[src/sv/mbps_pkg.sv]
package mbps_pkg;

    localparam int PATTERN_BYTES = 16;
    localparam int SIG_BYTES     = 16;
    localparam int OFFSET_BITS   = 32;
    localparam int DISP_BYTES    = (OFFSET_BITS + 7) / 8;
    localparam int DISP_BITS     = DISP_BYTES * 8;
    localparam int REL_MAX       = PATTERN_BYTES - DISP_BYTES;
    localparam int CMP_BYTES     = (PATTERN_BYTES < SIG_BYTES) ? PATTERN_BYTES : SIG_BYTES;
    localparam int ADDR_BITS     = 64;
    localparam int CFG_BITS      = 64;
    localparam int SEEN_BITS     = 32;
    localparam int REL_BITS      = 4;

    typedef enum logic [2:0] {
        REG_PATTERN_LOW  = 3'd0,
        REG_PATTERN_HIGH = 3'd1,
        REG_CARE_MASK    = 3'd2,
        REG_REL_OFFSET   = 3'd3,
        REG_BASE_ADDRESS = 3'd4
    } cfg_reg_t;

endpackage

[src/sv/masked_byte_pattern_scan_core.sv]
// Scans a byte stream for a 16-byte signature with per-byte wildcards (care_mask bit
// clear = wildcard). One byte is taken every cycle while s_tready is high; s_tlast
// closes a scan. The window of the previous 16 bytes is compared as each byte arrives,
// so a match is seen only when a further byte follows it. The first match produces one
// request with m_tuser = 1 and m_tdata = base_address + match offset, or, with
// rel_offset nonzero, that address plus rel_offset + 4 + the signed 32-bit little-endian
// displacement read from the window at rel_offset (clamped to 12). Further bytes are
// ignored until s_tlast. A scan ending without a match produces one request with
// m_tuser = 0 and m_tdata = 0. Stage 1 registers compare/partial sums; the output register
// does the final 64-bit add and decouples back-pressure. Registers are written through
// cfg_wr_en/cfg_index/cfg_wdata while the block is idle; the user must see to it (unchecked).
module masked_byte_pattern_scan_core
    import mbps_pkg::*;
(
    input  logic                 aclk,
    input  logic                 aresetn,
    input  logic                 cfg_wr_en,
    input  logic [2:0]           cfg_index,
    input  logic [CFG_BITS-1:0]  cfg_wdata,
    input  logic                 s_tvalid,
    output logic                 s_tready,
    input  logic [7:0]           s_tdata,   // data_byte
    input  logic                 s_tlast,   // last_byte
    output logic                 m_tvalid,
    input  logic                 m_tready,
    output logic [ADDR_BITS-1:0] m_tdata,   // address
    output logic                 m_tuser    // found
);

    logic [ADDR_BITS-1:0] pattern_low_reg;
    logic [ADDR_BITS-1:0] pattern_high_reg;
    logic [SIG_BYTES-1:0] care_mask_reg;
    logic [REL_BITS-1:0]  rel_offset_reg;
    logic [ADDR_BITS-1:0] base_address_reg;

    logic [7:0]           window_reg [PATTERN_BYTES];
    logic [SEEN_BITS-1:0] seen_reg;
    logic                 reported_reg;

    logic                 p1_valid_reg;
    logic                 p1_found_reg;
    logic [ADDR_BITS-1:0] p1_addr_reg;
    logic [DISP_BITS-1:0] p1_disp_reg;

    logic                 out_valid_reg;
    logic                 out_found_reg;
    logic [ADDR_BITS-1:0] out_addr_reg;

    logic [2*ADDR_BITS-1:0]   sig_flat;
    logic [PATTERN_BYTES*8-1:0] win_flat;
    logic                 win_match;
    logic                 match_now;
    logic                 emit;
    logic                 accept;
    logic                 out_free;
    logic                 p1_move;
    logic [REL_BITS-1:0]  rel_sat;
    logic [DISP_BITS-1:0] disp_raw;
    logic [DISP_BITS-1:0] disp_sum;
    logic [ADDR_BITS-1:0] off;

    assign sig_flat = {pattern_high_reg, pattern_low_reg};

    always_comb begin
        for (int i = 0; i < PATTERN_BYTES; i++) begin
            win_flat[i*8 +: 8] = window_reg[i];
        end
    end

    always_comb begin
        win_match = 1'b1;
        for (int i = 0; i < CMP_BYTES; i++) begin
            if (care_mask_reg[i] && (window_reg[i] != sig_flat[i*8 +: 8])) begin
                win_match = 1'b0;
            end
        end
    end

    assign match_now = !reported_reg && (seen_reg >= SEEN_BITS'(PATTERN_BYTES)) && win_match;
    assign emit      = match_now || (s_tlast && !reported_reg);

    assign rel_sat  = (rel_offset_reg > REL_BITS'(REL_MAX)) ? REL_BITS'(REL_MAX) : rel_offset_reg;
    assign disp_raw = win_flat[rel_sat*8 +: DISP_BITS];
    assign disp_sum = disp_raw + DISP_BITS'(rel_sat) + DISP_BITS'(4);
    assign off      = ADDR_BITS'(seen_reg - SEEN_BITS'(PATTERN_BYTES));

    assign out_free = !out_valid_reg || m_tready;
    assign p1_move  = p1_valid_reg && out_free;
    assign s_tready = !p1_valid_reg || out_free;
    assign accept   = s_tvalid && s_tready;

    assign m_tvalid = out_valid_reg;
    assign m_tdata  = out_addr_reg;
    assign m_tuser  = out_found_reg;

    always_ff @(posedge aclk) begin
        if (!aresetn) begin
            pattern_low_reg  <= '0;
            pattern_high_reg <= '0;
            care_mask_reg    <= '0;
            rel_offset_reg   <= '0;
            base_address_reg <= '0;
        end else if (cfg_wr_en) begin
            unique case (cfg_index)
                REG_PATTERN_LOW:  pattern_low_reg  <= cfg_wdata;
                REG_PATTERN_HIGH: pattern_high_reg <= cfg_wdata;
                REG_CARE_MASK:    care_mask_reg    <= cfg_wdata[SIG_BYTES-1:0];
                REG_REL_OFFSET:   rel_offset_reg   <= cfg_wdata[REL_BITS-1:0];
                REG_BASE_ADDRESS: base_address_reg <= cfg_wdata;
                default: ;
            endcase
        end
    end

    always_ff @(posedge aclk) begin
        if (!aresetn) begin
            for (int i = 0; i < PATTERN_BYTES; i++) begin
                window_reg[i] <= '0;
            end
            seen_reg     <= '0;
            reported_reg <= 1'b0;
        end else if (accept) begin
            if (s_tlast) begin
                for (int i = 0; i < PATTERN_BYTES; i++) begin
                    window_reg[i] <= '0;
                end
                seen_reg     <= '0;
                reported_reg <= 1'b0;
            end else if (match_now) begin
                reported_reg <= 1'b1;
            end else if (!reported_reg) begin
                for (int i = 0; i < PATTERN_BYTES - 1; i++) begin
                    window_reg[i] <= window_reg[i+1];
                end
                window_reg[PATTERN_BYTES-1] <= s_tdata;
                if (seen_reg != '1) begin
                    seen_reg <= seen_reg + SEEN_BITS'(1);
                end
            end
        end
    end

    // stage 1: match decision, base + offset and displacement in parallel
    always_ff @(posedge aclk) begin
        if (!aresetn) begin
            p1_valid_reg <= 1'b0;
        end else if (s_tready) begin
            p1_valid_reg <= accept && emit;
        end
    end

    always_ff @(posedge aclk) begin
        if (s_tready) begin
            p1_found_reg <= match_now;
            p1_addr_reg  <= match_now ? (base_address_reg + off) : '0;
            p1_disp_reg  <= (match_now && (rel_offset_reg != '0)) ? disp_sum : '0;
        end
    end

    // stage 2: final address into the output register
    always_ff @(posedge aclk) begin
        if (!aresetn) begin
            out_valid_reg <= 1'b0;
        end else if (out_free) begin
            out_valid_reg <= p1_valid_reg;
        end
    end

    always_ff @(posedge aclk) begin
        if (p1_move) begin
            out_found_reg <= p1_found_reg;
            out_addr_reg  <= p1_addr_reg
                           + {{(ADDR_BITS-DISP_BITS){p1_disp_reg[DISP_BITS-1]}}, p1_disp_reg};
        end
    end

endmodule
[config.mk]
export PLATFORM = sky130hd
export DESIGN_NAME = masked_byte_pattern_scan_core
export DESIGN_NICKNAME = d
export VERILOG_FILES = /design/src/sv/mbps_pkg.sv /design/src/sv/masked_byte_pattern_scan_core.sv
export SDC_FILE = /design/constraint.sdc
export NUM_CORES = 2
export LEC_CHECK = 0
export BUFFER_PORTS_ARGS = -buffer_cell sky130_fd_sc_hd__buf_2
export CAP_MARGIN = 20
export CORE_AREA = 2 2 273 275
export CTS_CLUSTER_SIZE = 14
export DETAILED_ROUTE_END_ITERATION = 7
export DIE_AREA = 0 0 275 277
export REMOVE_ABC_BUFFERS = 1
export SYNTH_ARGS = -nofsm -noshare
export SYNTH_HDL_FRONTEND = slang
export SYNTH_SLANG_ARGS = --single-unit
[constraint.sdc]
create_clock -name aclk -period 7.6 [get_ports aclk]
set_clock_uncertainty 0.1 [all_clocks]
set_input_delay 1.14 -clock aclk [delete_from_list [all_inputs] [get_ports aclk]]
set_output_delay 1.14 -clock aclk [all_outputs]
set_load 0.02 [all_outputs]
==> results.ini <==
[status]
status = completed

[synth]
synth-adder-area-share_pct = 5.519
synth_seq_cells = 537
synthXorXnorAreaFrac_pct = 8.678
synth-simple-area-share_pct = 20.08
netlist_area_um2 = 32600
synth-edff-count = 282
synth_ff_type = edfxtp_1
synth_top_family_by_area = simple AND/OR/NAND/NOR gates
muxShareOfSynthArea_pct = 5.661
avgSynthCellArea_um2 = 9.149
synth_compound_area_share_pct = 14.60
synth_cell_type_count = 93
synth-seq-area-share_pct = 41.64
ys_async_sr_fraction_pct = 0
yosys_warnings = 0
syn_inst = 3563

[global_routing]
grt_use_met3_pct = 3.304
busiest_layer = met2
antenna_found_initial = 0
grt_pass1_wl_mm = 153.1
grt.total_usage_pct = 26.12
grt-ovfl-total = 0
grt_pass1_vias = 24798
use_met2_pct = 41.09
grt_max_degree = 93
use_met1_pct = 36.22

[clock_network]
ctsResizeCount = 0
worstSkewPairLatency_ns = 0.65
clk_pin_slew_ns = 0.07
post_cts_buffers = 0
htree_levels = 2
cts_sinks = 537
ctsLongestPathBuffers = 3
cts_root_buf = clkbuf_16
cts_hold_buf = 0
cts_buffers = 61
cts_tree = yes

[critical_path]
required_ns = 7.86
reg2reg_depth = 17
rr_startpoint = seen_reg[12]
cp.depth = 17
cp-endpoint = p1_addr_reg[62]
arrival_ns = 5.63
worstSetupStartpointType = register
crit_chain = or4_4 > nor4_4 > nand2b_1 > nor3_1 > nand3_1 > nor4_2 > buf_4 > ha_1 > a2111o_1 > o22ai_1 > nand2b_1 > a211oi_1 > nand3_1 > a311oi_1 > o31ai_1 > xnor2_1 > nor2_1
r2r_setup_slack_ns = 2.22
critical_path.max_fanout = 32
crit_family = simple AND/OR/NAND/NOR gates
worstSetupPathType = register to register
setup.worst_path.end_class = register
cpPeakStageDelay_ns = 0.60
regToRegEndpoint = p1_addr_reg[62]
crit_slowest_cell = or4_4
critical_path.n_buffers_inverters = 1
critPathLaunch = seen_reg[12]

[timing]
finalSetupViolations = 0
fin_setup_tns_ns = 0
slew_headroom_pct = 27.23
fmax_ghz = 0.1860
period_share_pct = 70.75
finalHoldViolations = 0
tightest_slew_ns = 1.089
maxSlewViolCount = 0
rsz0062_at_grt = false
min_period_ns = 5.377
fin_ws_ns = 2.223

[detailed_routing]
routed_wl_mm = 100.8
route.antenna.remaining_nets = 0
drtIter0Drc = 2438
wl_per_cell_um = 21.80
vias_per_cell = 5.704
vias = 26387
drc = 0
drt_pre_antenna_iters = 6

[die]
core_area_um2 = 73570
io_pins = 148
dieArea_um2 = 76180
rows = 100
die_w_um = 275
die_h_um = 277
start_util_pct = 44.31

[placement]
portBuffers = 147
hpwl_mm = 74.55
gp_congestion = 0.9447
dp_slack_ns = 2.267

[worst_hold_path]
hold_path.class = register to register
hold_start = p1_found_reg

[cells_and_area]
drive_gt1_share_pct = 11.52
area_delta_synth_final_pct = 10.28
multiInputGateArea_um2 = 17840
regArea_um2 = 13580
largest_reg_flops = 128
fin_nets = 3826
fill_cells = 6974

[power_and_ir_drop]
vdd_ir_drop_max_uv = 176.8
p_leak_nw = 13.95
power_density_nw_per_um2 = 198.0

[flow_run]
maxCapViolCount = 0

==> worst reg2reg max path: cells and delay by family (launching register included) <==
| kind | cells | cell delay, ns |
|---|---|---|
| and+or+nand+nor | 9 | 2.24 |
| AOI/OAI and AO/OA | 5 | 1.47 |
| DFF | 1 | 0.39 |
| adders and majority gates | 1 | 0.39 |
| buffers and inverters | 1 | 0.37 |
| xor gates and xnor gates | 1 | 0.14 |
==> how the worst min path moves through the flow <==
stage,endpoint,slack [ns],cells after the start
2_1_floorplan,m_tuser,0.30,0
3_3_place_gp,m_tuser,0.33,0
3_5_place_dp,m_tuser,0.32,0
4_1_cts,m_tuser,0.32,0
5_1_grt,m_tuser,0.34,0
6_report,m_tuser,0.34,0
==> power by group <==
part           internal, W  switching [W]  total [W]
Sequential         0.00313       0.000149    0.00328
Clock              0.00180        0.00126    0.00306
Combinational     0.000323       0.000461   0.000783
==> cells by family (layout without fill, tap and decap cells) <==
| group | count (synthesis) | after routing |
|---|---|---|
| and+or+nand+nor | 1391 | 1391 |
| AOI/OAI and AO/OA | 785 | 785 |
| DFF | 537 | 537 |
| xor gates and xnor gates | 323 | 323 |
| buffers and inverters | 269 | 362 |
| adders and majority gates | 142 | 142 |
| muxes | 116 | 116 |
| other | 0 | 1 |
==> layout by cell type, fill, tap and decap left out, drive strengths merged, types with 115 or more instances in the layout <==
master,instances
nand2,652
a21oi,367
xnor2,245
nor2,234
dfxtp,255
and2,142
buf,177
edfxtp,282
ha,139
o21ai,115
==> routing by layer <==
layer	vias to the layer above	wire length, µm
met1	12542	44130
met3	212	6196
li1	12736	-
met5	-	0
met2	897	45540
met4	0	4983
==> final cells by class <==
type	count	share of cell area, %
Antenna cell	1	0.006961
Clock buffer	80	4.761
Sequential cell	537	37.78
Multi-Input combinational cell	2757	49.62
Inverter	69	0.7343
Timing Repair Buffer	177	2.676
Clock inverter	36	1.044
Tap cell	969	3.372
==> metrics by stage <==
step | power (W) | cells | instance area [µm²] | hold slack [ns] | utilization, %
after floorplan | 0.003804 | 3363 | 31610 | 0.3003 | -
after global placement | 0.004109 | 4507 | 33850 | 0.3253 | 46.00
after detailed placement | 0.004109 | 4508 | 33860 | 0.3227 | 46.02
after CTS | 0.007158 | 4624 | 35940 | 0.3160 | 48.86
after global routing | 0.007348 | 4625 | 35950 | 0.3403 | 48.86
final | 0.007117 | 4626 | 35950 | 0.3415 | 48.87
==> cells in the mapped netlist, types with 23 or more instances <==
cell,number,share of area [%]
nand2b_1,23,0.44
a31oi_1,52,1.0
nand3_1,71,1.1
o21bai_1,25,0.58
nor2b_1,40,0.77
mux4_2,53,3.7
mux2i_1,46,1.4
inv_1,64,0.74
buf_2,23,0.35
nor3_1,47,0.72
nor2_1,230,2.6
edfxtp_1,282,26
ha_1,139,5.3
nand4_1,71,1.4
a211oi_1,30,0.69
xor2_1,78,2.1
clkbuf_1,135,1.6
dfxtp_1,255,16
a21oi_1,366,5.6
a21o_1,71,1.6
nand2_1,651,7.5
xnor2_1,245,6.6
and2_1,140,2.7
o21ai_0,113,1.7
No activity file was read; power rests on OpenSTA's default activity.
